[config.mk]
export PLATFORM = sky130hd
export DESIGN_NAME = snm_fifo
export DESIGN_NICKNAME = d
export VERILOG_FILES = /design/src/snm_fifo.sv
export SDC_FILE = /design/constraint.sdc
export NUM_CORES = 1
export LEC_CHECK = 0
export BUFFER_PORTS_ARGS = -buffer_cell sky130_fd_sc_hd__buf_2
export CORE_MARGIN = 5
export CORE_UTILIZATION = 45
export CTS_CLUSTER_SIZE = 14
export DETAILED_ROUTE_END_ITERATION = 16
export PLACE_DENSITY = 0.62
export RECOVER_POWER = 25
export SKIP_CTS_REPAIR_TIMING = 1
export SLEW_MARGIN = 40
export SYNTH_ARGS = -nofsm -noshare
export SYNTH_HDL_FRONTEND = slang
export SYNTH_SLANG_ARGS = --single-unit
[constraint.sdc]
create_clock -name clk -period 1.55 [get_ports clk]
set_input_delay 0.0775 -clock clk [delete_from_list [all_inputs] [get_ports clk]]
set_output_delay 0.0775 -clock clk [all_outputs]
set_load 0.01 [all_outputs]
[src/snm_fifo.sv]
`timescale 1ns / 1ps
`default_nettype none
// ----------------------------------------------------------------------------
// snm_fifo: small register queue
// First-in first-out store; head entry shown while count is nonzero.
// ----------------------------------------------------------------------------
module snm_fifo #(
  parameter int WIDTH = 8,
  parameter int DEPTH = 4
) (
  input  wire logic                           clk,
  input  wire logic                           rst,
  input  wire logic                           push,
  input  wire logic [WIDTH-1:0]               din,
  input  wire logic                           pop,
  output logic      [WIDTH-1:0]               dout,
  output logic      [$clog2(DEPTH + 1)-1:0]   count
);

  localparam int AW = (DEPTH > 1) ? $clog2(DEPTH) : 1;
  localparam int CW = $clog2(DEPTH + 1);

  logic [WIDTH-1:0] mem [DEPTH];
  logic [AW-1:0]    wr_ptr;
  logic [AW-1:0]    rd_ptr;

  function automatic logic [AW-1:0] ptr_inc(input logic [AW-1:0] p);
    return (p == AW'(DEPTH - 1)) ? '0 : p + 1'b1;
  endfunction

  always_ff @(posedge clk) begin
    if (push) begin
      mem[wr_ptr] <= din;
    end
  end

  always_ff @(posedge clk) begin
    if (rst) begin
      wr_ptr <= '0;
      rd_ptr <= '0;
      count  <= '0;
    end else begin
      if (push) begin
        wr_ptr <= ptr_inc(wr_ptr);
      end
      if (pop) begin
        rd_ptr <= ptr_inc(rd_ptr);
      end
      case ({push, pop})
        2'b10:   count <= count + CW'(1);
        2'b01:   count <= count - CW'(1);
        default: count <= count;
      endcase
    end
  end

  assign dout = mem[rd_ptr];

endmodule
`default_nettype wire

**Yosys cells after proc, flatten, opt, wreduce, memory -nomap -nowiden**

Memory sizes are Yosys's and may differ from the RTL's. A register that Yosys moved wholly into a read port is not among the register bits.
Index checks and enable logic that the tools add are counted.

- Flip-flop bits (word level): 7
- Memories kept: 1
- Bits in writable memories: 32
- Logic and storage cells: 20

Memory list:

| memory | words | width | read ports | clocked after Yosys merged registers in | wr ports | RTL line | source |
|---|---|---|---|---|---|---|---|
| mem | 4 | 8 | 1 | 1 | 1 | 23 | `logic [WIDTH-1:0] mem [DEPTH];` |

- Muxes and demuxes: 7
- Reduce and logical (&&, ||, !) cells: 1
- Add/subtract/negate cells: 4
- Equal/unequal tests: 4

Operators by type and width:

| kind | number |
|---|---|
| 2-bit 2-to-1 mux | 4 |
| 2-bit == test (second input constant) | 3 |
| 3-bit one-hot mux with 2 select lines | 1 |
| 2-bit by 1-bit adder with 2-bit output (second input constant) | 2 |
| 3-bit by 1-bit adder with 3-bit output (second input constant) | 1 |
| 3-bit by 1-bit subtractor with 3-bit output (second input constant) | 1 |
| 2-bit by 1-bit == test with 1-bit output (second input constant) | 1 |
| 1-bit 2-to-1 mux | 2 |
| 2-bit nonzero test | 1 |

**Depth between registers and ports, before layout**

Gate-level depths: netlist of run 1.

- Depth after elaboration: 4
- Gate-level depth with buffers: 6

**Least setup slack after synthesis of run 1**

No wires, ideal clock.

- Path type: register -> register
- Start: register count[0]
- End: register count[2]
- Setup slack: 146 ps
- Period minus slack after synthesis: 1404 ps
- Required time: 1480 ps
- Arrival: 1335 ps
- Cell stages (with the launch flop): 5
- Cell sequence: dfxtp_1 fa_1 xnor2_1 or3_1 a21oi_1

- Word-level cells in the longest chain between the ends: 2
- Elaborated cells between the ends (all ways): 3

Ends and longest elaborated chain:

| what | RTL line | source |
|---|---|---|
| start, declared | 17 | `output logic [$clog2(DEPTH + 1)-1:0] count` |
| start signal, assigned | 50 | `2'b10: count <= count + CW'(1);` |
| start signal, assigned | 51 | `2'b01: count <= count - CW'(1);` |
| start signal, assigned | 52 | `default: count <= count;` |
| 3-bit by 1-bit subtractor with 3-bit output or 3-bit by 1-bit adder with 3-bit output (tied branches) | 51, 50 |  |
| 3-bit one-hot mux with 2 select lines * | 49 | `case ({push, pop})` |

Every way passes the cells marked *; elsewhere a longest branch is shown, timed or not.
A chain may end at the register's enable or synchronous reset.

==> flow_summary.ini, run 1 <==
[power_and_ir_drop]
p_int_mw = 1.57
clock_power_share_pct = 23.9
total_switching_power_mw = 0.473
sw_share_pct = 23.1
worst_ir_drop_vdd_v = 0.000574
p_leak_nw = 0.727
power_per_cell_area_mw_per_mm2 = 1040
p_seq_share_pct = 62.4
pwr-share-comb_pct = 13.7

[grt]
via_count_of_the_first_global_routing_pass = 868
pin_count_of_the_biggest_net_entering_global_routing = 13
grt.overflow.total = 0
number_of_antenna_violations_at_the_first_check_in_global_routing = 0
track_usage_pct = 11.5
grt_first_pass_wirelength_mm = 4.20

[routing]
routed_wire_length_per_instance_um = 14.3
routed_wl_mm = 2.47
route.detailed.drc = 0
violation_count_after_the_first_detailed_routing_iteration = 26
detail_route.vias_per_cell = 4.82
antenna_left = 0
vias = 833
dr_pass1_iterations = 3

[timing]
drv_slew = 0
rsz0062_at_grt = true
post_layout_worst_setup_margin_ps = -18.7
relSlewSlack_pct = 72.5
max_freq_ghz = 0.637
final_cycle_share_pct = 101
finalHoldViolCount = 0
final_period_minus_worst_setup_slack_ps = 1570
setup_viol = 3
worst_clock_skew_ps = 5.00
worstMarginPinSlew_ps = 412

[finish]
finalNonFillerCells = 173
fillerInstances = 299
areaGrowthSynthToFinish_pct = 23.6
n_antenna_cell = 0
multi_input_comb_area_um2 = 412
final_nets = 145
final_core_utilization_pct = 58.2
final_layout_size_suffix_gt1_share_pct = 29.1
final_design_area_no_fill_mm2 = 0.00196
area.sequential_mm2 = 0.00114

[floorplan]
start_util_pct = 47.1
die_h_um = 69.3
rows = 21
core-area_mm2 = 0.00336
die_outline_area_mm2 = 0.00481
ios = 23
floorplan.die.width_um = 69.3

[yosys]
yosys_warnings = 0
synthesis.area_per_instance_um2 = 18.9
post-synth-top-area-fraction_pct = 60.7
yosys_register_bits = 41
post_synthesis_sequential_area_ratio_pct = 72.0
synth_largest_area_cell = sky130_fd_sc_hd__edfxtp_1
synth_area_mm2 = 0.00158
syn-num-nets = 103
synthesis.instances = 84
ys_top_cells_by_area = sky130_fd_sc_hd__edfxtp_1, sky130_fd_sc_hd__dfxtp_1, sky130_fd_sc_hd__mux4_2
synth_unique_cells = 17

[worst_setup_path]
end_kind = output pin
critical_path.max_stage_delay_ps = 520
crit_fanout = 8
timing_worst_setup_path_type = reg -> out
reg_to_reg_setup_timing_slack_ps = 110
setup.worst_path.start_class = register
crit_required_ps = 1470
critical_path.slowest_cell = sky130_fd_sc_hd__mux4_2
crit_arrival_ps = 1490
cp_cell_sequence = buf_12, mux4_2, buf_6

[min_path]
min-delay-path-class = in -> reg

[run_status]
failed_checks = negative setup slack
outcome = finished, violations left

[placement]
buffer_ports.inserted = 22
hpwlAfterDp_mm = 1.71
routabilityCongestion = 0.656
dp_cells = 156
area_of_placed_instances_mm2 = 0.00178

[clock_network]
clock_latency_at_the_later_pin_of_the_worst_skew_pair_ps = 330
path_clk_slew_ps = 100
clock_sink_count = 41
cts_htree_levels = 2
cts_tree = yes
clock_tree.root_cell = sky130_fd_sc_hd__clkbuf_4
cts_inserted_buffers = 5
clockBufferDepth = 2

[flow_run]
maxCapViolCount = 0
per-layer routing:
layer / up-vias / GRT usage [%] / wire length (µm)
met4: 0 / 5.21 / 44
met5: - / 0 / 0
met2: 19 / 19.4 / 1290
li1: 403 / - / -
met1: 407 / 12.2 / 1020
met3: 4 / 5.36 / 125
cell type report:
type / count / share of cell area (%)
clock buffers: 6 / 2.11
clock inverters: 2 / 0.511
well taps: 46 / 2.94
multi-input cells: 37 / 21.0
inverters: 4 / 0.767
repair buffers: 37 / 14.3
flip-flops and latches: 41 / 58.3
cells in the final DEF, fill, tap and decap left out:
| cell | netlist | routed |
|---|---|---|
| sky130_fd_sc_hd__mux2i_1 | 3 | 3 |
| sky130_fd_sc_hd__fa_1 | 1 | 1 |
| sky130_fd_sc_hd__inv_1 | 4 | 4 |
| sky130_fd_sc_hd__ha_1 | 6 | 6 |
| sky130_fd_sc_hd__or3_1 | 1 | 1 |
| sky130_fd_sc_hd__buf_4 | 0 | 5 |
| sky130_fd_sc_hd__xor2_1 | 1 | 1 |
| sky130_fd_sc_hd__clkinv_2 | 0 | 2 |
| sky130_fd_sc_hd__xnor2_1 | 1 | 1 |
| sky130_fd_sc_hd__dfxtp_2 | 0 | 1 |
| sky130_fd_sc_hd__nor3b_1 | 2 | 2 |
| sky130_fd_sc_hd__dfxtp_1 | 9 | 8 |
| sky130_fd_sc_hd__nor2_1 | 6 | 6 |
| sky130_fd_sc_hd__buf_2 | 0 | 10 |
| sky130_fd_sc_hd__edfxtp_1 | 32 | 32 |
| sky130_fd_sc_hd__buf_6 | 1 | 5 |
| sky130_fd_sc_hd__and2_1 | 4 | 4 |
| sky130_fd_sc_hd__clkbuf_4 | 0 | 5 |
| sky130_fd_sc_hd__a21oi_1 | 3 | 3 |
| sky130_fd_sc_hd__buf_12 | 0 | 1 |
| sky130_fd_sc_hd__dlygate4sd3_1 | 0 | 9 |
| sky130_fd_sc_hd__o21ai_0 | 1 | 1 |
| sky130_fd_sc_hd__mux4_2 | 8 | 8 |
| sky130_fd_sc_hd__clkbuf_1 | 0 | 8 |
worst max-delay path: cells and delay by family, from the launching register on:
kind	cells	cell delay, ps
multiplexers	1	520
buffers and inverters	2	280
flip-flops	1	360
Yosys cell counts:
library cell,count
sky130_fd_sc_hd__edfxtp_1,32
sky130_fd_sc_hd__dfxtp_1,9
sky130_fd_sc_hd__mux4_2,8
sky130_fd_sc_hd__ha_1,6
sky130_fd_sc_hd__nor2_1,6
sky130_fd_sc_hd__and2_1,4
sky130_fd_sc_hd__inv_1,4
sky130_fd_sc_hd__a21oi_1,3
sky130_fd_sc_hd__mux2i_1,3
sky130_fd_sc_hd__nor3b_1,2
sky130_fd_sc_hd__buf_6,1
sky130_fd_sc_hd__clkbuf_2,1
sky130_fd_sc_hd__fa_1,1
sky130_fd_sc_hd__o21ai_0,1
sky130_fd_sc_hd__or3_1,1
sky130_fd_sc_hd__xnor2_1,1
sky130_fd_sc_hd__xor2_1,1
sequential cells by signal (all words and copies together) (netlist names), named ones only:
name and count:
rd_ptr 2, wr_ptr 2, count 3, mem 32
stage by stage:
stage	worst slack, ps	power, mW	TNS (ps)	hold slack (ps)
2_1_floorplan	146	1.44	0	147
6_report	-18.7	2.04	-30.8	86.3
3_3_place_gp	109	1.53	0	289
3_5_place_dp	61.8	1.54	0	297
4_1_cts	-116	2.03	-792	-71.9
5_1_grt	-97.3	2.16	-619	81.5
cell families (layout without fill, tap and decap cells):
kind of cell / after synthesis / in the layout / share of synthesized area [%]
flip-flops: 41 / 41 / 72.0
XOR/XNOR: 2 / 2 / 1.11
adder cells (fa/ha/maj): 7 / 7 / 6.00
multiplexers: 11 / 11 / 13.3
AO/OA/AOI/OAI: 4 / 4 / 1.26
buffers and inverters: 6 / 49 / 1.97
AND/OR/NAND/NOR: 13 / 13 / 4.34
power by group through the flow:
stage,Combinational (mW),Clock (mW),Sequential [mW]
final,0.279,0.490,1.28
after floorplan,0.145,0,1.29
after global routing,0.310,0.564,1.28
after detailed placement,0.244,0,1.30
after CTS,0.244,0.509,1.28
after global placement,0.233,0,1.30
worst paths after layout:
| check | from | to | depth (start not counted) |
|---|---|---|---|
| min | pop | register | 3 |
| max reg2reg | count[0]$_SDFFE_PP0P_ | count[2]$_SDFFE_PP0P_ | 4 |
| max | register | dout[0] | 3 |
| min reg2reg | count[2]$_SDFFE_PP0P_ | count[2]$_SDFFE_PP0P_ | 2 |
No activity file was read; power rests on OpenSTA's default activity.
==> run 2: changes to the inputs <==
==> constraint.sdc (replaced) <==
create_clock -name clk -period 1.85 [get_ports clk]
set_input_delay 0.0925 -clock clk [delete_from_list [all_inputs] [get_ports clk]]
set_output_delay 0.0925 -clock clk [all_outputs]
set_load 0.01 [all_outputs]
==> flow_summary.ini, run 2 (same netlist as run 1, synthesis figures left out) <==
[placement]
routabilityCongestion = 0.664
buffer_ports.inserted = 22
hpwlAfterDp_mm = 1.63
area_of_placed_instances_mm2 = 0.00174
dp_cells = 151

[routing]
routed_wire_length_per_instance_um = 14.6
met3WireLength_um = 134
antenna_left = 0
dr_pass1_iterations = 4
route.layer.met1.wl_mm = 1.01
routed_wl_mm = 2.46
detail_route.vias_per_cell = 4.83
dr.max_layer_used = met4
route.detailed.drc = 0
met2_wirelength_mm = 1.26
vias = 811
violation_count_after_the_first_detailed_routing_iteration = 42

[clock_network]
clock_latency_at_the_later_pin_of_the_worst_skew_pair_ps = 340
cts_inserted_buffers = 5
clock_tree.root_cell = sky130_fd_sc_hd__clkbuf_4
path_clk_slew_ps = 110
clockBufferDepth = 2
cts_tree = yes
cts_htree_levels = 2
clock_sink_count = 41

[grt]
via_count_of_the_first_global_routing_pass = 788
track_usage_pct = 11.3
number_of_antenna_violations_at_the_first_check_in_global_routing = 0
pin_count_of_the_biggest_net_entering_global_routing = 13
grt_first_pass_wirelength_mm = 4.02
grt.overflow.total = 0

[power_and_ir_drop]
p_leak_nw = 0.701
worst_ir_drop_vdd_v = 0.000567
totalPowerFinal_mw = 1.80
power_per_cell_area_mw_per_mm2 = 946

[timing]
max_freq_ghz = 0.613
worst_hold_slack_ps = 82.7
setup-tns-final_ps = 0
setup_viol = 0
rsz0062_at_grt = false
final_cycle_share_pct = 88.2
finalHoldViolCount = 0
worst_clock_skew_ps = 8.65
drv_slew = 0
relSlewSlack_pct = 70.8
final_period_minus_worst_setup_slack_ps = 1630
worstMarginPinSlew_ps = 439

[worst_setup_path]
setup.worst_path.start_class = register
setup.worst_path.end = dout[6]
crit_required_ps = 1760
reg_to_reg_setup_timing_slack_ps = 380
crit_fanout = 8
crit_arrival_ps = 1540
end_kind = output pin
rr_endpoint = count[2]$_SDFFE_PP0P_
rr_startpoint = count[0]$_SDFFE_PP0P_
timing_worst_setup_path_type = reg -> out
ff2ff_path_depth = 4

[floorplan]
floorplan.die.width_um = 69.3
ios = 23
rows = 21
start_util_pct = 47.1
core-area_mm2 = 0.00336
die_outline_area_mm2 = 0.00481
die_h_um = 69.3

[finish]
biggestRegsByFlops = mem: 32 flops, count: 3 flops
areaGrowthSynthToFinish_pct = 20.3
n_antenna_cell = 0
mostFrequentLayoutCells = sky130_fd_sc_hd__edfxtp_1, sky130_fd_sc_hd__buf_2, sky130_fd_sc_hd__dfxtp_1, sky130_fd_sc_hd__dlygate4sd3_1, sky130_fd_sc_hd__mux4_2
final_layout_size_suffix_gt1_share_pct = 26.2
final_nets = 140
largest_reg_flops = 32
layout.cells.most_common = sky130_fd_sc_hd__edfxtp_1
registers.top_by_ff_count = mem
final_design_area_no_fill_mm2 = 0.00191
finalNonFillerCells = 168

[flow_run]
maxCapViolCount = 0

[run_status]
outcome = finished, final reports clean

[min_path]
min-delay-path-class = in -> reg
## run 2: cell types whose count changed in the layout (fill, tap and decap cells not counted), sizes merged
cell    before  now
clkinv       2    0
clkbuf      13   14
buf         21   17
## run 2: area by class of cell
cell class	instances	area [µm²]
clock buffer	8	80.1
fill	306	1460
inverter	4	15.0
multi-input combinational	37	412
sequential	41	1140
tap	46	57.6
timing repair buffer	32	200
## run 2: worst max-delay path, cell delays in order (launching register included)
cell	delay, ps
sky130_fd_sc_hd__dfxtp_1	330
sky130_fd_sc_hd__buf_4	200
sky130_fd_sc_hd__mux4_2	510
sky130_fd_sc_hd__buf_2	160
## run 2: metal layers
| layer | vias to the layer above | track usage [%] |
|---|---|---|
| met3 | 6 | 5.80 |
| met5 | - | 0 |
| li1 | 393 | - |
| met2 | 19 | 17.6 |
| met1 | 393 | 12.8 |
| met4 | 0 | 5.21 |
## run 2: how the worst min path moves through the flow
stage | cells past startpoint | start | end
after floorplan | 1 | rst | count[2]$_SDFFE_PP0P_
after global placement | 1 | din[1] | mem[1][1]$_DFFE_PP_
after detailed placement | 1 | din[4] | mem[3][4]$_DFFE_PP_
after CTS | 1 | din[4] | mem[3][4]$_DFFE_PP_
after global routing | 3 | push | wr_ptr[1]$_SDFFE_PP0P_
final | 3 | push | wr_ptr[1]$_SDFFE_PP0P_
## run 2: report_power, final
part / internal (mW) / switching [mW]
clock: 0.269 / 0.265
combinational: 0.104 / 0.0980
sequential: 1.04 / 0.0268
## run 2: through the flow
stage / worst slack (ps) / util [%]
4_1_cts: 174 / 54.2
3_3_place_gp: 332 / 51.8
5_1_grt: 99.6 / 56.7
6_report: 218 / 56.7
2_1_floorplan: 446 / -
3_5_place_dp: 270 / 51.8
==> run 3: changes to the inputs <==
--- a/config.mk
+++ b/config.mk
@@ -12,6 +12,7 @@
 export DETAILED_ROUTE_END_ITERATION = 16
 export PLACE_DENSITY = 0.62
 export RECOVER_POWER = 25
+export REMOVE_ABC_BUFFERS = 1
 export SKIP_CTS_REPAIR_TIMING = 1
 export SLEW_MARGIN = 40
 export SYNTH_ARGS = -nofsm -noshare
==> flow_summary.ini, run 3 (same netlist as run 1, synthesis figures left out) <==
[routing]
routed_wire_length_per_instance_um = 14.6
routed_wl_mm = 2.45
dr_pass1_iterations = 2
violation_count_after_the_first_detailed_routing_iteration = 33
route.detailed.drc = 0
vias = 808
antenna_left = 0
detail_route.vias_per_cell = 4.81

[timing]
worstMarginPinSlew_ps = 429
finalHoldViolCount = 0
setup-tns-final_ps = 0
worst_clock_skew_ps = 4.82
final_cycle_share_pct = 88.7
drv_slew = 0
rsz0062_at_grt = false
relSlewSlack_pct = 71.4
setup_viol = 0
max_freq_ghz = 0.610
final_period_minus_worst_setup_slack_ps = 1640

[run_status]
outcome = finished, final reports clean

[clock_network]
cts_inserted_buffers = 5
clock_latency_at_the_later_pin_of_the_worst_skew_pair_ps = 340
path_clk_slew_ps = 110
clockBufferDepth = 2
clock_tree.root_cell = sky130_fd_sc_hd__clkbuf_4
cts_tree = yes
cts_htree_levels = 2
clock_sink_count = 41

[worst_setup_path]
setup.worst_path.start_class = register
crit_required_ps = 1760
timing_worst_setup_path_type = reg -> out
crit_arrival_ps = 1550
crit_fanout = 8
end_kind = output pin
cp_cell_sequence = buf_4, mux4_2, buf_2
critical_path.slowest_cell = sky130_fd_sc_hd__mux4_2
critical_path.max_stage_delay_ps = 520

[floorplan]
die_outline_area_mm2 = 0.00481
rows = 21
start_util_pct = 47.1
die_h_um = 69.3
floorplan.die.width_um = 69.3
core-area_mm2 = 0.00336
ios = 23

[power_and_ir_drop]
worst_ir_drop_vdd_v = 0.000538
power_per_cell_area_mw_per_mm2 = 948
p_leak_nw = 0.701

[finish]
final_nets = 140
fillerInstances = 306
areaGrowthSynthToFinish_pct = 20.3
biggestRegsByFlops = mem: 32 flops, count: 3 flops
final_core_utilization_pct = 56.7
mostFrequentLayoutCells = sky130_fd_sc_hd__edfxtp_1, sky130_fd_sc_hd__buf_2, sky130_fd_sc_hd__dfxtp_1, sky130_fd_sc_hd__dlygate4sd3_1, sky130_fd_sc_hd__mux4_2
registers.top_by_ff_count = mem
n_antenna_cell = 0
layout.cells.most_common = sky130_fd_sc_hd__edfxtp_1
final_layout_size_suffix_gt1_share_pct = 26.2
largest_reg_flops = 32

[placement]
buffer_ports.inserted = 22
hpwlAfterDp_mm = 1.62
routabilityCongestion = 0.651

[grt]
grt_first_pass_wirelength_mm = 4.08
number_of_antenna_violations_at_the_first_check_in_global_routing = 0
pin_count_of_the_biggest_net_entering_global_routing = 13
track_usage_pct = 11.2
via_count_of_the_first_global_routing_pass = 835
grt.overflow.total = 0

[flow_run]
maxCapViolCount = 0

[min_path]
min-delay-path-class = in -> reg
-- run 3: power breakdown --
part	leakage, nW	total, mW	internal, mW	switching [mW]
logic	0.289	0.203	0.105	0.0981
clock network	0.0437	0.537	0.269	0.268
registers	0.368	1.07	1.04	0.0268
-- run 3: per-stage QoR --
stage,hold WS [ps],worst slack (ps),area (µm²),power [mW],std cells
floorplan,162,446,1570,1.20,82
global placement,305,333,1740,1.27,151
detailed placement,315,255,1740,1.28,151
CTS,-54.8,167,1820,1.82,159
global route,84.6,83.9,1910,1.90,168
finish,93.4,210,1910,1.81,168
-- run 3: final timing paths --
check	cells after the start	slack, ps	startpoint	end
worst max register to register	4	400	count[0]$_SDFFE_PP0P_	count[2]$_SDFFE_PP0P_
worst min-delay path	3	90	push	wr_ptr[1]$_SDFFE_PP0P_
worst min register to register	2	510	count[2]$_SDFFE_PP0P_	count[2]$_SDFFE_PP0P_
worst max-delay path	3	210	register	dout[6]
-- run 3: area by class of cell --
type / instances / area, µm² / share of cell area (%)
multi-input combinational: 37 / 412 / 21.6
sequential: 41 / 1140 / 59.9
tap: 46 / 57.6 / 3.02
timing repair buffer: 32 / 200 / 10.5
inverter: 4 / 15.0 / 0.788
clock buffer: 8 / 80.1 / 4.20
-- run 3: worst max-delay path: cells and delay by family (launching register included) --
kind / cells / cell delay (ps)
flops: 1 / 330
mux: 1 / 520
buf+inv: 2 / 360
-- run 3: per-layer routing --
| metal | global-route usage [%] | share of wire (%) | vias up |
|---|---|---|---|
| li1 | - | - | 391 |
| met3 | 5.65 | 5.9 | 6 |
| met1 | 13.4 | 43 | 391 |
| met2 | 17.4 | 50 | 20 |
| met4 | 3.90 | 1.5 | 0 |
| met5 | 0 | 0 | - |
