`src/snm_pkg.sv`:
```
`timescale 1ns / 1ps
`default_nettype none
// ----------------------------------------------------------------------------
// snm_pkg: shared types and constants
// Payload structs, limit bundle and queue sizing for the nearest-match block.
// ----------------------------------------------------------------------------
package snm_pkg;

  localparam int ELEM_W     = 16;
  localparam int DIFF_W     = ELEM_W + 1;
  localparam int SQ_W       = 2 * ELEM_W + 1;
  localparam int DIST_W     = 48;
  localparam int POS_W      = 11;
  localparam int LEN_W      = 9;
  localparam int QADDR_W    = 8;
  localparam int DESC_DEPTH = 256;
  localparam int MAX_DIM    = 1024;

  localparam int CFG_IDX_W  = 2;
  localparam int CFG_DATA_W = POS_W;

  localparam int MQ_DEPTH   = 4;
  localparam int MQ_CW      = $clog2(MQ_DEPTH + 1);
  localparam int OQ_DEPTH   = 4;
  localparam int OQ_CW      = $clog2(OQ_DEPTH + 1);

  localparam logic [DIST_W-1:0] DIST_MAX = {DIST_W{1'b1}};

  // request operation codes
  localparam logic FUNC_QUERY = 1'b0;
  localparam logic FUNC_MAP   = 1'b1;

  // configuration register indexes
  localparam logic [CFG_IDX_W-1:0] REG_DESC_LEN   = 2'd0;
  localparam logic [CFG_IDX_W-1:0] REG_MAP_WIDTH  = 2'd1;
  localparam logic [CFG_IDX_W-1:0] REG_MAP_HEIGHT = 2'd2;

  typedef struct packed {
    logic                     func;
    logic [QADDR_W-1:0]       elem_index;
    logic signed [ELEM_W-1:0] value;
  } in_item_t;

  typedef struct packed {
    logic [DIST_W-1:0] sq_dist;
    logic [POS_W-1:0]  col;
    logic [POS_W-1:0]  row;
    logic [DIST_W-1:0] best_dist;
    logic [POS_W-1:0]  best_col;
    logic [POS_W-1:0]  best_row;
    logic              frame_last;
  } res_item_t;

  // element difference handed from the front to the back
  typedef struct packed {
    logic signed [DIFF_W-1:0] diff;
    logic                     last;
  } mid_item_t;

  // clamped configuration limits
  typedef struct packed {
    logic [LEN_W-1:0] len;
    logic [POS_W-1:0] w;
    logic [POS_W-1:0] h;
  } cfg_lim_t;

endpackage
`default_nettype wire

```
`src/snm_back.sv`:
```
`timescale 1ns / 1ps
`default_nettype none
// ----------------------------------------------------------------------------
// snm_back: distance datapath
// Squares differences, accumulates with saturation, tracks the running
// minimum and map position, and pushes one result per descriptor.
// ----------------------------------------------------------------------------
module snm_back (
  input  wire logic                      clk,
  input  wire logic                      rst,
  input  wire logic [snm_pkg::MQ_CW-1:0] mq_count,
  input  wire snm_pkg::mid_item_t        mq_dout,
  output logic                           mq_pop,
  input  wire snm_pkg::cfg_lim_t         lim,
  input  wire logic [snm_pkg::OQ_CW-1:0] oq_count,
  output logic                           oq_push,
  output snm_pkg::res_item_t             oq_din
);

  localparam int SQ_W   = snm_pkg::SQ_W;
  localparam int DIST_W = snm_pkg::DIST_W;
  localparam int POS_W  = snm_pkg::POS_W;
  localparam int CW     = snm_pkg::OQ_CW;

  logic [CW:0]                 inflight;
  logic [snm_pkg::DIFF_W-1:0]  mag;
  logic [SQ_W-1:0]             prod;
  logic                        s1_valid;
  logic                        s1_last;
  logic [SQ_W-1:0]             s1_sq;
  logic [DIST_W-1:0]           acc;
  logic [DIST_W:0]             sum;
  logic [DIST_W-1:0]           acc_new;
  logic                        s2_valid;
  logic [DIST_W-1:0]           s2_dist;
  logic [POS_W-1:0]            col_cnt;
  logic [POS_W-1:0]            row_cnt;
  logic [DIST_W-1:0]           best_d;
  logic [POS_W-1:0]            best_c;
  logic [POS_W-1:0]            best_r;
  logic                        better;
  logic                        last;

  // pop only when every result that could be in flight has a slot
  assign inflight = {1'b0, oq_count} + (CW + 1)'(s1_valid) + (CW + 1)'(s2_valid);
  assign mq_pop   = (mq_count != '0) && (inflight < (CW + 1)'(snm_pkg::OQ_DEPTH));

  assign mag  = mq_dout.diff[snm_pkg::DIFF_W-1] ? snm_pkg::DIFF_W'(-mq_dout.diff)
                                                : snm_pkg::DIFF_W'(mq_dout.diff);
  assign prod = SQ_W'(mag) * SQ_W'(mag);

  assign sum     = {1'b0, acc} + (DIST_W + 1)'(s1_sq);
  assign acc_new = (sum >= {1'b0, snm_pkg::DIST_MAX}) ? snm_pkg::DIST_MAX
                                                      : sum[DIST_W-1:0];

  assign better = s2_dist < best_d;
  assign last   = (col_cnt >= lim.w) && (row_cnt >= lim.h);

  always_ff @(posedge clk) begin
    if (mq_pop) begin
      s1_sq   <= prod;
      s1_last <= mq_dout.last;
    end
    if (s1_valid && s1_last) begin
      s2_dist <= acc_new;
    end
  end

  always_ff @(posedge clk) begin
    if (rst) begin
      s1_valid <= 1'b0;
      s2_valid <= 1'b0;
      acc      <= '0;
      col_cnt  <= POS_W'(1);
      row_cnt  <= POS_W'(1);
      best_d   <= snm_pkg::DIST_MAX;
      best_c   <= '0;
      best_r   <= '0;
    end else begin
      s1_valid <= mq_pop;
      s2_valid <= s1_valid && s1_last;
      if (s1_valid) begin
        acc <= s1_last ? '0 : acc_new;
      end
      if (s2_valid) begin
        if (last) begin
          col_cnt <= POS_W'(1);
          row_cnt <= POS_W'(1);
          best_d  <= snm_pkg::DIST_MAX;
          best_c  <= '0;
          best_r  <= '0;
        end else begin
          if (col_cnt >= lim.w) begin
            col_cnt <= POS_W'(1);
            row_cnt <= row_cnt + 1'b1;
          end else begin
            col_cnt <= col_cnt + 1'b1;
          end
          if (better) begin
            best_d <= s2_dist;
            best_c <= col_cnt;
            best_r <= row_cnt;
          end
        end
      end
    end
  end

  assign oq_push           = s2_valid;
  assign oq_din.sq_dist    = s2_dist;
  assign oq_din.col        = col_cnt;
  assign oq_din.row        = row_cnt;
  assign oq_din.best_dist  = better ? s2_dist : best_d;
  assign oq_din.best_col   = better ? col_cnt : best_c;
  assign oq_din.best_row   = better ? row_cnt : best_r;
  assign oq_din.frame_last = last;

  a_oq_room: assert property (@(posedge clk) disable iff (rst)
    oq_push |-> (oq_count < CW'(snm_pkg::OQ_DEPTH)))
    else $error("result queue push without room");

  a_result_src: assert property (@(posedge clk) disable iff (rst)
    s2_valid |-> $past(s1_valid && s1_last))
    else $error("result without a closing element");

  a_best_mono: assert property (@(posedge clk) disable iff (rst)
    (s2_valid && !last) |=> (best_d <= $past(best_d)))
    else $error("running minimum grew inside a frame");

  a_frame_wrap: assert property (@(posedge clk) disable iff (rst)
    (s2_valid && last) |=> (col_cnt == POS_W'(1) && row_cnt == POS_W'(1) && best_c == '0))
    else $error("frame did not restart");

endmodule
`default_nettype wire

```
`config.mk`:
```
export PLATFORM = sky130hd
export DESIGN_NAME = snm_back
export DESIGN_NICKNAME = d
export VERILOG_FILES = /design/src/snm_pkg.sv /design/src/snm_back.sv
export SDC_FILE = /design/constraint.sdc
export NUM_CORES = 1
export LEC_CHECK = 0
export BUFFER_PORTS_ARGS = -buffer_cell sky130_fd_sc_hd__buf_2
export CAP_MARGIN = 20
export CORE_MARGIN = 8
export CORE_UTILIZATION = 56
export CTS_CLUSTER_DIAMETER = 30
export CTS_CLUSTER_SIZE = 28
export DETAILED_ROUTE_END_ITERATION = 16
export PLACE_DENSITY_LB_ADDON = 0.2
export SYNTH_ARGS = -nofsm -noshare
export SYNTH_HDL_FRONTEND = slang
export SYNTH_SLANG_ARGS = --single-unit
export TNS_END_PERCENT = 5
```
`constraint.sdc`:
```
create_clock -name clk -period 7.97 [get_ports clk]
set_clock_uncertainty 0.05 [all_clocks]
set_input_delay 0.797 -clock clk [delete_from_list [all_inputs] [get_ports clk]]
set_output_delay 0.797 -clock clk [all_outputs]
set_load 0.03 [all_outputs]
```
After elaboration in Yosys (flattened, before gate mapping). Cells that the tools add are included.

Add/sub/neg operators: 6. Multipliers: 1. $lt $le $gt $ge: 5. Multiplexer cells: 13. Reduce and logical (&&, ||, !) cells: 6.

Operator list (number): 48-bit two-way mux (4); 11-bit two-way mux (8); 48-bit by 33-bit adder with 49-bit output (1); 49-bit by 48-bit greater-or-equal comparator with 1-bit output, second input constant (1); 48-bit less-than comparator (1); 17-bit by 17-bit multiplier with 33-bit output (1); 11-bit by 1-bit adder with 11-bit output, second input constant (2); 11-bit greater-or-equal comparator (2); 17-bit two-way mux (1); 17-bit negation (1); 3-bit by 1-bit adder with 4-bit output (1); 4-bit by 1-bit adder with 4-bit output (1); 4-bit by 3-bit less-than comparator with 1-bit output, second input constant (1); 1-bit logical AND (3); 3-bit nonzero test (1); 2-bit AND reduction (1); 2-bit nonzero test (1).

Bits in registers: 224. Output and inout bits: 143. Logic and storage cells: 42.

Logic depth before layout (Yosys ltp). Gate-level depths: netlist of run 1.

Depth after elaboration: 4. Depth in mapped cells: 31. Depth with buffers taken out: 30.

Least setup slack after synthesis of run 1. Ideal clock, no wire load.

Kind: input to register. Start point: input mq_dout[4] in the netlist's numbering. End point: register s1_sq[29], data pin. Setup time: 0.271 ns. Arrival time: 8.278 ns. Data required time: 7.649 ns. Setup slack: -0.629 ns. Cell stages on the path: 28. Buffers on the path: 0. Path through: or4_4 -> or3_1 -> or2_1 -> o41ai_2 -> xor2_2 -> inv_2 -> nand2_1 -> inv_1 -> fa_1 -> inv_1 -> fa_1 -> fa_1 -> inv_1 -> fa_1 -> fa_1 -> inv_1 -> fa_1 -> inv_1 -> ha_1 -> a21o_1 -> a221oi_1 -> nand2_1 -> o21a_1 -> o221ai_1 -> a21oi_1 -> a311oi_1 -> mux2i_1 -> o2111ai_1.

Longest elaborated chain between the ends: 3.

Ends and longest elaborated chain: from (decl) (line snm_back.sv:12) `input wire snm_pkg::mid_item_t mq_dout,`; 17-bit negation (line snm_back.sv:48) `assign mag = mq_dout.diff[snm_pkg::DIFF_W-1] ? snm_pkg::DIFF_W'(-mq_dout.diff)`; 17-bit two-way mux (*) (line snm_back.sv:48); 17-bit by 17-bit multiplier with 33-bit output (*) (line snm_back.sv:50) `assign prod = SQ_W'(mag) * SQ_W'(mag);`; named net prod[29] (line snm_back.sv:27) `logic [SQ_W-1:0] prod;`; to (signal assigned) (line snm_back.sv:61) `s1_sq <= prod;`; to (decl) (line snm_back.sv:30) `logic [SQ_W-1:0] s1_sq;`.

Mark *: on every way through the listed nets, which the timed path passes. The rest lies on a longest branch. A chain may end at the register's enable or synchronous reset.

Final worst setup path of run 1.
Start point: input mq_dout[7] in the netlist's numbering. End point: register s1_sq[29], data pin.

The elaborated chain is that of the path after synthesis.

==> impl_metrics.xml, run 1 <==
<?xml version="1.0" encoding="UTF-8"?>
<metrics>
  <group name="status">
    <metric name="result_of_the_run" unit="">completed</metric>
  </group>
  <group name="synth">
    <metric name="post_synth_top_area_share" unit="%">18.8</metric>
    <metric name="yosys.cell_types.count" unit="">82</metric>
    <metric name="post_synthesis_share_of_cell_area_spent_on_full_adders_half_adders_and_majority_gates" unit="%">31.5</metric>
    <metric name="flop_and_latch_count_out_of_synthesis" unit="">223</metric>
    <metric name="yosys.area.top_type" unit="">sky130_fd_sc_hd__fa_1</metric>
    <metric name="syn_inst" unit="">2198</metric>
    <metric name="netlist_area" unit="um2">20600</metric>
    <metric name="synth_warnings" unit="">0</metric>
    <metric name="synth_enable_flop_cells" unit="">81</metric>
    <metric name="synth-simple-area-share" unit="%">11.7</metric>
    <metric name="synth.area.top_cells" unit="">sky130_fd_sc_hd__fa_1 (19%), sky130_fd_sc_hd__dfxtp_1 (14%), sky130_fd_sc_hd__ha_1 (13%)</metric>
    <metric name="synth_flop_cell" unit="">sky130_fd_sc_hd__dfxtp_1</metric>
    <metric name="combinational_family_with_the_most_area_after_synthesis" unit="">adder cells</metric>
    <metric name="async_reset_ff_share" unit="%">0</metric>
    <metric name="syn_area_per_cell" unit="um2">9.36</metric>
    <metric name="synth_sequential_area_ratio" unit="%">25.7</metric>
    <metric name="synth-xor-area-share" unit="%">4.20</metric>
    <metric name="synth_compound_gate_area_share" unit="%">14.7</metric>
    <metric name="synth.area.mux_share" unit="%">3.81</metric>
  </group>
  <group name="detailed_routing">
    <metric name="drc_errors" unit="">0</metric>
    <metric name="pre_repair_dr_iteration_count" unit="">5</metric>
    <metric name="vias_per_cell" unit="">5.54</metric>
    <metric name="wire_per_inst" unit="um">17.1</metric>
    <metric name="drt_iter0_drc" unit="">924</metric>
    <metric name="wirelength" unit="um">51400</metric>
    <metric name="route.vias.total" unit="">16700</metric>
    <metric name="postRouteAntennaNets" unit="">0</metric>
  </group>
  <group name="critical_path">
    <metric name="critPathArrivalTime" unit="ps">8060</metric>
    <metric name="end_kind" unit="">flop</metric>
    <metric name="path_common_cell" unit="">sky130_fd_sc_hd__inv_2</metric>
    <metric name="worst-setup-path-type" unit="">primary input to flop</metric>
    <metric name="worst_path_max_delay_cell" unit="">sky130_fd_sc_hd__fa_1</metric>
    <metric name="type_of_origin_of_the_critical_path" unit="">primary input</metric>
    <metric name="delay_of_the_slowest_cell_on_the_worst_path" unit="ps">560</metric>
    <metric name="cp.required" unit="ps">8150</metric>
    <metric name="critPathMaxFanout" unit="">6</metric>
  </group>
  <group name="grt">
    <metric name="first_pass_grt_wire_length" unit="um">85100</metric>
    <metric name="number_of_global_route_vias_before_repair" unit="">17300</metric>
    <metric name="pin_count_of_the_biggest_net_entering_global_routing" unit="">97</metric>
    <metric name="gr-usage-all-layers" unit="%">23.4</metric>
    <metric name="grt-ovfl-total" unit="">0</metric>
    <metric name="antenna_violations_before_repair" unit="">0</metric>
  </group>
  <group name="clocking">
    <metric name="maximum_number_of_buffers_from_clock_root_to_sink" unit="">3</metric>
    <metric name="tritoncts_num_sinks" unit="">223</metric>
    <metric name="holdBufCountCts" unit="">0</metric>
    <metric name="worst_skew_pair.late_latency" unit="ps">500</metric>
    <metric name="cts_inserted_buffers" unit="">34</metric>
    <metric name="worst_setup_hold_path_clk_slew" unit="ps">60</metric>
    <metric name="cts_tree" unit="">yes</metric>
    <metric name="htree_levels" unit="">2</metric>
    <metric name="root_buffer" unit="">sky130_fd_sc_hd__clkbuf_16</metric>
  </group>
  <group name="floorplan">
    <metric name="start_util" unit="%">56.6</metric>
    <metric name="die_area" unit="um2">43100</metric>
    <metric name="die_width" unit="um">208</metric>
    <metric name="floorplan.io_pins" unit="">200</metric>
    <metric name="rows" unit="">70</metric>
    <metric name="die_height" unit="um">208</metric>
    <metric name="coreArea" unit="um2">36300</metric>
  </group>
  <group name="finish">
    <metric name="area_growth_syn_to_layout" unit="%">18.8</metric>
    <metric name="layout.area.seq" unit="um2">5280</metric>
    <metric name="layout.nets" unit="">2973</metric>
    <metric name="mostFrequentLayoutCell" unit="">sky130_fd_sc_hd__inv_1</metric>
    <metric name="n_fill_cell" unit="">2927</metric>
    <metric name="insertedDiodeCount" unit="">0</metric>
    <metric name="drive_gt1_share" unit="%">21.7</metric>
    <metric name="area_used_by_multi_input_combinational_logic" unit="um2">13900</metric>
    <metric name="layout.cells.most_common_list" unit="">sky130_fd_sc_hd__inv_1 (352), sky130_fd_sc_hd__nand2_1 (213), sky130_fd_sc_hd__ha_1 (205), sky130_fd_sc_hd__fa_1 (189), sky130_fd_sc_hd__buf_2 (189)</metric>
  </group>
  <group name="placed_design">
    <metric name="dp_hpwl" unit="um">40800</metric>
    <metric name="globalplace.congestion" unit="">0.928</metric>
    <metric name="io_buffer_count" unit="">190</metric>
    <metric name="post-place-ws" unit="ps">-614</metric>
  </group>
  <group name="timing">
    <metric name="count_of_final_setup_violators" unit="">0</metric>
    <metric name="timing.slew.headroom" unit="%">36.9</metric>
    <metric name="rsz0062_at_grt" unit="">yes</metric>
    <metric name="layout_setup_ws" unit="ps">88.2</metric>
    <metric name="timing.final.crit_period" unit="ps">7880</metric>
    <metric name="final-hold-violation-count" unit="">0</metric>
    <metric name="final.period_utilization" unit="%">98.9</metric>
    <metric name="maxClockFrequency" unit="MHz">127</metric>
    <metric name="worstMarginPinSlew" unit="ps">947</metric>
    <metric name="timing_max_transition_violations_final" unit="">0</metric>
  </group>
  <group name="run">
    <metric name="drv.max_cap_violation_count" unit="">0</metric>
  </group>
  <group name="hold_path">
    <metric name="holdCritPathClass" unit="">primary input to flop</metric>
  </group>
</metrics>
==> worst paths after layout <==
path	to	slack, ps	start	depth (start not counted)
worst max-delay path	s1_sq[29]	90	mq_dout[7]	30
worst min-delay path	s1_last	420	mq_dout[0]	1
worst max register to register	acc[24]	4130	s1_sq[0]	12
worst min register to register	best_c[4]	430	best_c[4]	1
==> timing repair <==
item / 4_1_cts / 5_1_grt
cloned: 0 / 0
pin swaps: 1 / 38
buffers inserted: 0 / 8
endpoints found under the setup margin: 3 / 7
endpoints found under the hold margin: 0 / 0
resized for setup: 2 / 37
==> cell usage after synthesis, types with 4 or more instances <==
cell type                    n
sky130_fd_sc_hd__inv_1     360
sky130_fd_sc_hd__nand2_1   217
sky130_fd_sc_hd__ha_1      209
sky130_fd_sc_hd__fa_1      193
sky130_fd_sc_hd__dfxtp_1   142
sky130_fd_sc_hd__nor2_1    123
sky130_fd_sc_hd__a21oi_1    91
sky130_fd_sc_hd__edfxtp_1   81
sky130_fd_sc_hd__mux2_2     66
sky130_fd_sc_hd__clkbuf_1   63
sky130_fd_sc_hd__a21o_1     60
sky130_fd_sc_hd__o21ai_0    60
sky130_fd_sc_hd__a22o_1     55
sky130_fd_sc_hd__o211ai_1   54
sky130_fd_sc_hd__xnor2_1    54
sky130_fd_sc_hd__xor2_1     39
sky130_fd_sc_hd__nand3_1    29
sky130_fd_sc_hd__nand4_1    26
sky130_fd_sc_hd__and3_1     25
sky130_fd_sc_hd__a31oi_1    19
sky130_fd_sc_hd__and2_1     15
sky130_fd_sc_hd__nor2b_1    15
sky130_fd_sc_hd__nand2b_1   14
sky130_fd_sc_hd__or3_1      14
sky130_fd_sc_hd__a211oi_1   12
sky130_fd_sc_hd__buf_2      12
sky130_fd_sc_hd__o21a_1     11
sky130_fd_sc_hd__o21bai_1   11
sky130_fd_sc_hd__nand2_2    10
sky130_fd_sc_hd__nor3_1      8
sky130_fd_sc_hd__and4_1      5
sky130_fd_sc_hd__o31ai_1     5
sky130_fd_sc_hd__a21boi_0    4
sky130_fd_sc_hd__inv_2       4
sky130_fd_sc_hd__mux2i_1     4
sky130_fd_sc_hd__nor4_1      4
sky130_fd_sc_hd__o21ai_1     4
sky130_fd_sc_hd__o311ai_0    4
sky130_fd_sc_hd__or2_2       4
==> cell families after synthesis <==
| logic type | after synthesis |
|---|---|
| AO/OA/AOI/OAI | 435 |
| XOR/XNOR | 96 |
| adder cells (fa/ha/maj) | 402 |
| buffers and inverters | 447 |
| flip-flops | 223 |
| multiplexers | 70 |
| other | 2 |
| AND/OR/NAND/NOR | 523 |
==> through the flow <==
| stage | hold WS (ps) | TNS [ps] | cell area [um2] | utilization (%) | std cells |
|---|---|---|---|---|---|
| after detailed placement | 410 | -4130 | 23100 | 63.5 | 2938 |
| final | 419 | 0 | 24400 | 67.2 | 3007 |
| after floorplan | 380 | -424 | 20700 | - | 2208 |
| after global routing | 400 | -414 | 24400 | 67.2 | 3007 |
| after global placement | 405 | -3150 | 23100 | 63.5 | 2938 |
| after CTS | 404 | 0 | 24200 | 66.6 | 2999 |
==> state kept, by name, indices dropped and copies added, names as in the netlist, 11 cells and up <==
signal / flops
col_cnt: 11
best_r: 11
best_c: 11
acc: 48
row_cnt: 11
s2_dist: 48
s1_sq: 32
best_d: 48
==> layout make-up <==
class | count | area share, %
tap | 468 | 2.40
multi-input combinational | 1538 | 56.8
inverter | 366 | 5.63
clock inverter | 16 | 0.666
clock buffer | 45 | 4.00
timing repair buffer | 351 | 8.93
sequential | 223 | 21.6
==> worst max-delay path: cells and delay by family <==
| family | cells | cell delay, ps |
|---|---|---|
| simple gates | 5 | 1340 |
| buf+inv | 8 | 560 |
| compound gates | 8 | 1810 |
| fa+ha+maj | 7 | 3100 |
| mux | 1 | 220 |
| xor+xnor | 1 | 220 |
==> routing by layer <==
| layer | global-route usage (%) | vias up | wire, um |
|---|---|---|---|
| met2 | 41.9 | 510 | 25000 |
| met3 | 3.46 | 84 | 2640 |
| li1 | - | 8048 | - |
| met4 | 6.98 | 0 | 1340 |
| met5 | 0 | - | 0 |
| met1 | 28.9 | 8018 | 22400 |
Power of run 1 is left out: the tool's default activity adds up to more than one toggle a clock period on the data nets, which glitch-free logic cannot reach.
==> run 2, diff against run 1 <==
- CORE_MARGIN: 8 -> not set
- CTS_BUF_LIST: not set -> sky130_fd_sc_hd__clkbuf_16
==> impl_metrics.xml, run 2 (synthesis results as in run 1) <==
<?xml version="1.0" encoding="UTF-8"?>
<metrics>
  <group name="floorplan">
    <metric name="coreArea" unit="um2">35800</metric>
    <metric name="floorplan.io_pins" unit="">200</metric>
    <metric name="start_util" unit="%">57.4</metric>
    <metric name="die_height" unit="um">194</metric>
    <metric name="die_width" unit="um">194</metric>
    <metric name="die_area" unit="um2">37500</metric>
    <metric name="rows" unit="">69</metric>
  </group>
  <group name="run">
    <metric name="drv.max_cap_violation_count" unit="">0</metric>
  </group>
  <group name="critical_path">
    <metric name="reg2reg_from" unit="">s2_dist[31]</metric>
    <metric name="end_kind" unit="">flop</metric>
    <metric name="ff2ff_path_depth" unit="">12</metric>
    <metric name="timing.critical_path.max_delay_family" unit="">adder cells</metric>
    <metric name="critPathArrivalTime" unit="ps">8130</metric>
    <metric name="critical_path.n_buffers_inverters" unit="">7</metric>
    <metric name="worst-setup-path-type" unit="">primary input to flop</metric>
    <metric name="path_common_cell" unit="">sky130_fd_sc_hd__fa_1</metric>
    <metric name="setup.reg_to_reg.worst_slack" unit="ps">3870</metric>
    <metric name="crit-reg2reg-capture" unit="">best_c[8]</metric>
    <metric name="type_of_origin_of_the_critical_path" unit="">primary input</metric>
    <metric name="setup.worst_path.start" unit="">mq_dout[4]</metric>
    <metric name="critPathMaxFanout" unit="">3</metric>
    <metric name="delay_of_the_slowest_cell_on_the_worst_path" unit="ps">580</metric>
    <metric name="worst_path_max_delay_cell" unit="">sky130_fd_sc_hd__fa_1</metric>
    <metric name="cp.required" unit="ps">8170</metric>
  </group>
  <group name="hold_path">
    <metric name="timing.hold.worst_endpoint" unit="">best_r[9]</metric>
    <metric name="holdCritPathClass" unit="">flop to flop</metric>
    <metric name="timing.hold.worst_path_depth" unit="">1</metric>
    <metric name="hp-start" unit="">best_r[9]</metric>
  </group>
  <group name="finish">
    <metric name="area_growth_syn_to_layout" unit="%">19.2</metric>
    <metric name="n_fill_cell" unit="">2809</metric>
    <metric name="insertedDiodeCount" unit="">0</metric>
    <metric name="top_regs" unit="">acc (48), best_d (48), s2_dist (48)</metric>
    <metric name="layout.cells.most_common_list" unit="">sky130_fd_sc_hd__inv_1 (353), sky130_fd_sc_hd__nand2_1 (214), sky130_fd_sc_hd__ha_1 (205), sky130_fd_sc_hd__fa_1 (191), sky130_fd_sc_hd__buf_2 (189)</metric>
    <metric name="final_core_util" unit="%">68.4</metric>
    <metric name="layout.nets" unit="">2966</metric>
    <metric name="drive_gt1_share" unit="%">21.7</metric>
    <metric name="mostFrequentLayoutCell" unit="">sky130_fd_sc_hd__inv_1</metric>
  </group>
  <group name="clocking">
    <metric name="worst_setup_hold_path_clk_slew" unit="ps">50</metric>
    <metric name="root_buffer" unit="">sky130_fd_sc_hd__clkbuf_16</metric>
    <metric name="maximum_number_of_buffers_from_clock_root_to_sink" unit="">3</metric>
    <metric name="tritoncts_num_sinks" unit="">223</metric>
    <metric name="cts_tree" unit="">yes</metric>
    <metric name="worst_skew_pair.late_latency" unit="ps">510</metric>
    <metric name="htree_levels" unit="">2</metric>
    <metric name="cts_inserted_buffers" unit="">37</metric>
    <metric name="holdBufCountCts" unit="">0</metric>
  </group>
  <group name="placed_design">
    <metric name="globalplace.congestion" unit="">0.921</metric>
    <metric name="dp_hpwl" unit="um">39600</metric>
    <metric name="io_buffer_count" unit="">190</metric>
  </group>
  <group name="detailed_routing">
    <metric name="drt_iter0_drc" unit="">860</metric>
    <metric name="drc_errors" unit="">0</metric>
    <metric name="postRouteAntennaNets" unit="">0</metric>
    <metric name="pre_repair_dr_iteration_count" unit="">5</metric>
    <metric name="wirelength" unit="um">50200</metric>
    <metric name="route.vias.total" unit="">16700</metric>
    <metric name="vias_per_cell" unit="">5.56</metric>
    <metric name="wire_per_inst" unit="um">16.8</metric>
  </group>
  <group name="timing">
    <metric name="timing_max_transition_violations_final" unit="">0</metric>
    <metric name="rsz0062_at_grt" unit="">yes</metric>
    <metric name="worst_hold_slack" unit="ps">422</metric>
    <metric name="timing.final.crit_period" unit="ps">7930</metric>
    <metric name="worstMarginPinSlew" unit="ps">949</metric>
    <metric name="final.period_utilization" unit="%">99.5</metric>
    <metric name="timing.slew.headroom" unit="%">36.7</metric>
    <metric name="final-hold-violation-count" unit="">0</metric>
    <metric name="fin_setup_tns" unit="ps">0</metric>
    <metric name="maxClockFrequency" unit="MHz">126</metric>
    <metric name="count_of_final_setup_violators" unit="">0</metric>
  </group>
  <group name="grt">
    <metric name="first_pass_grt_wire_length" unit="um">83600</metric>
    <metric name="antenna_violations_before_repair" unit="">0</metric>
    <metric name="number_of_global_route_vias_before_repair" unit="">17100</metric>
    <metric name="pin_count_of_the_biggest_net_entering_global_routing" unit="">97</metric>
    <metric name="grt-ovfl-total" unit="">0</metric>
    <metric name="gr-usage-all-layers" unit="%">27.1</metric>
  </group>
  <group name="status">
    <metric name="result_of_the_run" unit="">completed</metric>
  </group>
</metrics>
-- run 2: layout make-up --
type | count | area (um2) | area share (%)
multi-input cells | 1538 | 13800 | 56.5
flip-flops and latches | 223 | 5280 | 21.5
clock buffers | 39 | 976 | 3.98
well taps | 461 | 577 | 2.35
inverters | 366 | 1380 | 5.61
clock inverters | 28 | 347 | 1.41
repair buffers | 341 | 2130 | 8.67
-- run 2: worst max-delay path by stage --
stage                      to  slack (ps)  cells after the start
global route        s1_sq[29]        -210                     28
CTS                 s1_sq[30]           2                     30
detailed placement  s1_sq[32]        -590                     28
finish              s1_sq[29]          40                     28
floorplan           s1_sq[29]        -150                     28
global placement    s1_sq[30]        -490                     30
-- run 2: per-stage QoR --
| stage | instances | area, um2 | worst slack, ps |
|---|---|---|---|
| floorplan | 2208 | 20700 | -150 |
| global placement | 2921 | 23000 | -489 |
| detailed placement | 2922 | 23000 | -588 |
| CTS | 2989 | 24300 | 2.16 |
| global route | 2996 | 24500 | -211 |
| finish | 2996 | 24500 | 37.5 |
-- run 2: routing by layer --
| layer | vias to the layer above | global-route usage [%] | wire length, um |
|---|---|---|---|
| met5 | - | 0 | 0 |
| met4 | 0 | 9.45 | 1570 |
| met3 | 110 | 2.96 | 2570 |
| met2 | 510 | 47.5 | 24300 |
| met1 | 8017 | 34.7 | 21700 |
| li1 | 8024 | - | - |
-- run 2: repair_timing --
| action | in CTS | in global routing |
|---|---|---|
| pin swaps | 1 | 30 |
| gates cloned | 0 | 0 |
| setup endpoints to repair | 3 | 7 |
| resized for setup | 2 | 36 |
| hold endpoints to repair | 0 | 0 |
| buffers inserted | 0 | 6 |
Power of run 2 is left out for the same reason.
==> run 3, diff against run 2 <==
- CORE_UTILIZATION: 56 -> 63
- clock period: 7.97 -> 9.25 ns (I/O delays scaled with it)
==> impl_metrics.xml, run 3 (synthesis results as in run 1) <==
<?xml version="1.0" encoding="UTF-8"?>
<metrics>
  <group name="timing">
    <metric name="timing.final.crit_period" unit="ps">8710</metric>
    <metric name="layout_setup_ws" unit="ps">543</metric>
    <metric name="maxClockFrequency" unit="MHz">115</metric>
    <metric name="final.period_utilization" unit="%">94.1</metric>
    <metric name="timing.slew.headroom" unit="%">35.7</metric>
    <metric name="fin_setup_tns" unit="ps">0</metric>
    <metric name="final-hold-violation-count" unit="">0</metric>
    <metric name="count_of_final_setup_violators" unit="">0</metric>
    <metric name="timing_max_transition_violations_final" unit="">0</metric>
    <metric name="rsz0062_at_grt" unit="">no</metric>
    <metric name="worstMarginPinSlew" unit="ps">965</metric>
  </group>
  <group name="clocking">
    <metric name="htree_levels" unit="">1</metric>
    <metric name="worst_setup_hold_path_clk_slew" unit="ps">60</metric>
    <metric name="postCtsResizedCells" unit="">0</metric>
    <metric name="cts_tree" unit="">yes</metric>
    <metric name="worst_skew_pair.late_latency" unit="ps">530</metric>
    <metric name="maximum_number_of_buffers_from_clock_root_to_sink" unit="">3</metric>
    <metric name="root_buffer" unit="">sky130_fd_sc_hd__clkbuf_16</metric>
    <metric name="postCtsSetupBuffers" unit="">0</metric>
    <metric name="holdBufCountCts" unit="">0</metric>
    <metric name="tritoncts_num_sinks" unit="">223</metric>
    <metric name="cts_inserted_buffers" unit="">29</metric>
  </group>
  <group name="grt">
    <metric name="antenna_violations_before_repair" unit="">0</metric>
    <metric name="grt-ovfl-total" unit="">0</metric>
    <metric name="gr-usage-all-layers" unit="%">29.8</metric>
    <metric name="grt_use_met3" unit="%">3.03</metric>
    <metric name="first_pass_grt_wire_length" unit="um">80500</metric>
    <metric name="number_of_global_route_vias_before_repair" unit="">16400</metric>
    <metric name="grtUsageMet2" unit="%">51.2</metric>
    <metric name="met1_usage" unit="%">38.5</metric>
    <metric name="pin_count_of_the_biggest_net_entering_global_routing" unit="">97</metric>
    <metric name="grt-busiest-layer" unit="">met2</metric>
  </group>
  <group name="finish">
    <metric name="stdcell_count" unit="">2845</metric>
    <metric name="drive_gt1_share" unit="%">16.1</metric>
    <metric name="insertedDiodeCount" unit="">0</metric>
    <metric name="n_fill_cell" unit="">2394</metric>
    <metric name="area_used_by_multi_input_combinational_logic" unit="um2">13600</metric>
    <metric name="layout.cells.most_common_list" unit="">sky130_fd_sc_hd__inv_1 (361), sky130_fd_sc_hd__nand2_1 (217), sky130_fd_sc_hd__ha_1 (209), sky130_fd_sc_hd__fa_1 (193), sky130_fd_sc_hd__buf_2 (190)</metric>
    <metric name="layout.area.seq" unit="um2">5280</metric>
    <metric name="layout.nets" unit="">2847</metric>
    <metric name="area_growth_syn_to_layout" unit="%">12.6</metric>
    <metric name="top_regs" unit="">acc (48), best_d (48), s2_dist (48)</metric>
    <metric name="mostFrequentLayoutCell" unit="">sky130_fd_sc_hd__inv_1</metric>
  </group>
  <group name="floorplan">
    <metric name="coreArea" unit="um2">31800</metric>
    <metric name="start_util" unit="%">64.7</metric>
    <metric name="die_area" unit="um2">33400</metric>
    <metric name="die_width" unit="um">183</metric>
    <metric name="floorplan.io_pins" unit="">200</metric>
    <metric name="die_height" unit="um">183</metric>
    <metric name="rows" unit="">65</metric>
  </group>
  <group name="critical_path">
    <metric name="cp.required" unit="ps">9470</metric>
    <metric name="end_kind" unit="">flop</metric>
    <metric name="critPathMaxFanout" unit="">6</metric>
    <metric name="worst-setup-path-type" unit="">primary input to flop</metric>
    <metric name="ff2ff_path_depth" unit="">12</metric>
    <metric name="reg2reg_from" unit="">s1_sq[0]</metric>
    <metric name="setup.worst_path.start" unit="">mq_dout[4]</metric>
    <metric name="worst_path_max_delay_cell" unit="">sky130_fd_sc_hd__or4_4</metric>
    <metric name="delay_of_the_slowest_cell_on_the_worst_path" unit="ps">550</metric>
    <metric name="setup.reg_to_reg.worst_slack" unit="ps">5300</metric>
    <metric name="critPathArrivalTime" unit="ps">8920</metric>
    <metric name="type_of_origin_of_the_critical_path" unit="">primary input</metric>
    <metric name="crit-reg2reg-capture" unit="">acc[34]</metric>
    <metric name="setup.worst_path.end" unit="">s1_sq[32]</metric>
    <metric name="path_common_cell" unit="">sky130_fd_sc_hd__fa_1</metric>
  </group>
  <group name="placed_design">
    <metric name="post-place-ws" unit="ps">97.7</metric>
    <metric name="dp_hpwl" unit="um">38100</metric>
    <metric name="globalplace.congestion" unit="">0.929</metric>
    <metric name="post-place-cells" unit="">2791</metric>
    <metric name="io_buffer_count" unit="">190</metric>
  </group>
  <group name="detailed_routing">
    <metric name="drt_iter0_drc" unit="">835</metric>
    <metric name="pre_repair_dr_iteration_count" unit="">5</metric>
    <metric name="wirelength" unit="um">49200</metric>
    <metric name="vias_per_cell" unit="">5.70</metric>
    <metric name="postRouteAntennaNets" unit="">0</metric>
    <metric name="wire_per_inst" unit="um">17.3</metric>
    <metric name="drc_errors" unit="">0</metric>
    <metric name="route.vias.total" unit="">16200</metric>
  </group>
  <group name="status">
    <metric name="result_of_the_run" unit="">completed</metric>
  </group>
  <group name="run">
    <metric name="drv.max_cap_violation_count" unit="">0</metric>
  </group>
  <group name="hold_path">
    <metric name="holdCritPathClass" unit="">flop to flop</metric>
    <metric name="timing.hold.worst_path_depth" unit="">1</metric>
  </group>
</metrics>
run 3: cell types whose count changed in the layout (fill, tap and decap cells not counted), sizes merged:
cell      previous run  this run
clkinv              11         7
inv                372       376
clkinvlp             4         2
buf                341       230
clkbuf              39        29
bufinv               7         5
run 3: cell type report:
class	instances	share of cell area [%]
multi-input cells	1538	58.9
flip-flops and latches	223	22.8
inverters	366	5.93
repair buffers	230	5.47
clock buffers	29	3.13
well taps	435	2.35
clock inverters	24	1.39
run 3: layer usage:
metal	wire length, um	vias to the layer above
li1	-	7787
met1	21000	7739
met2	23400	589
met3	2960	110
met4	1890	0
met5	0	-
run 3: worst min-delay path by stage:
stage	start	endpoint	slack (ps)
6_report	best_r[4]	best_r[4]	420
5_1_grt	best_r[4]	best_r[4]	430
4_1_cts	best_r[4]	best_r[4]	430
3_5_place_dp	best_c[4]	best_c[4]	410
3_3_place_gp	best_r[2]	best_r[2]	410
2_1_floorplan	acc[23]	acc[23]	380
run 3: worst max-delay path: cells and delay by family:
family	cells	cell delay [ps]
simple gates	5	1400
fa+ha+maj	7	3400
xor+xnor	1	200
mux	1	240
buf+inv	7	450
compound gates	8	2320
run 3: through the flow:
step / hold slack, ps / area (um2) / util [%]
finish: 424 / 23200 / 72.8
global route: 435 / 23200 / 72.8
CTS: 427 / 23100 / 72.7
detailed placement: 411 / 22100 / 69.4
global placement: 405 / 22100 / 69.4
floorplan: 380 / 20600 / -
Power of run 3 is left out for the same reason.
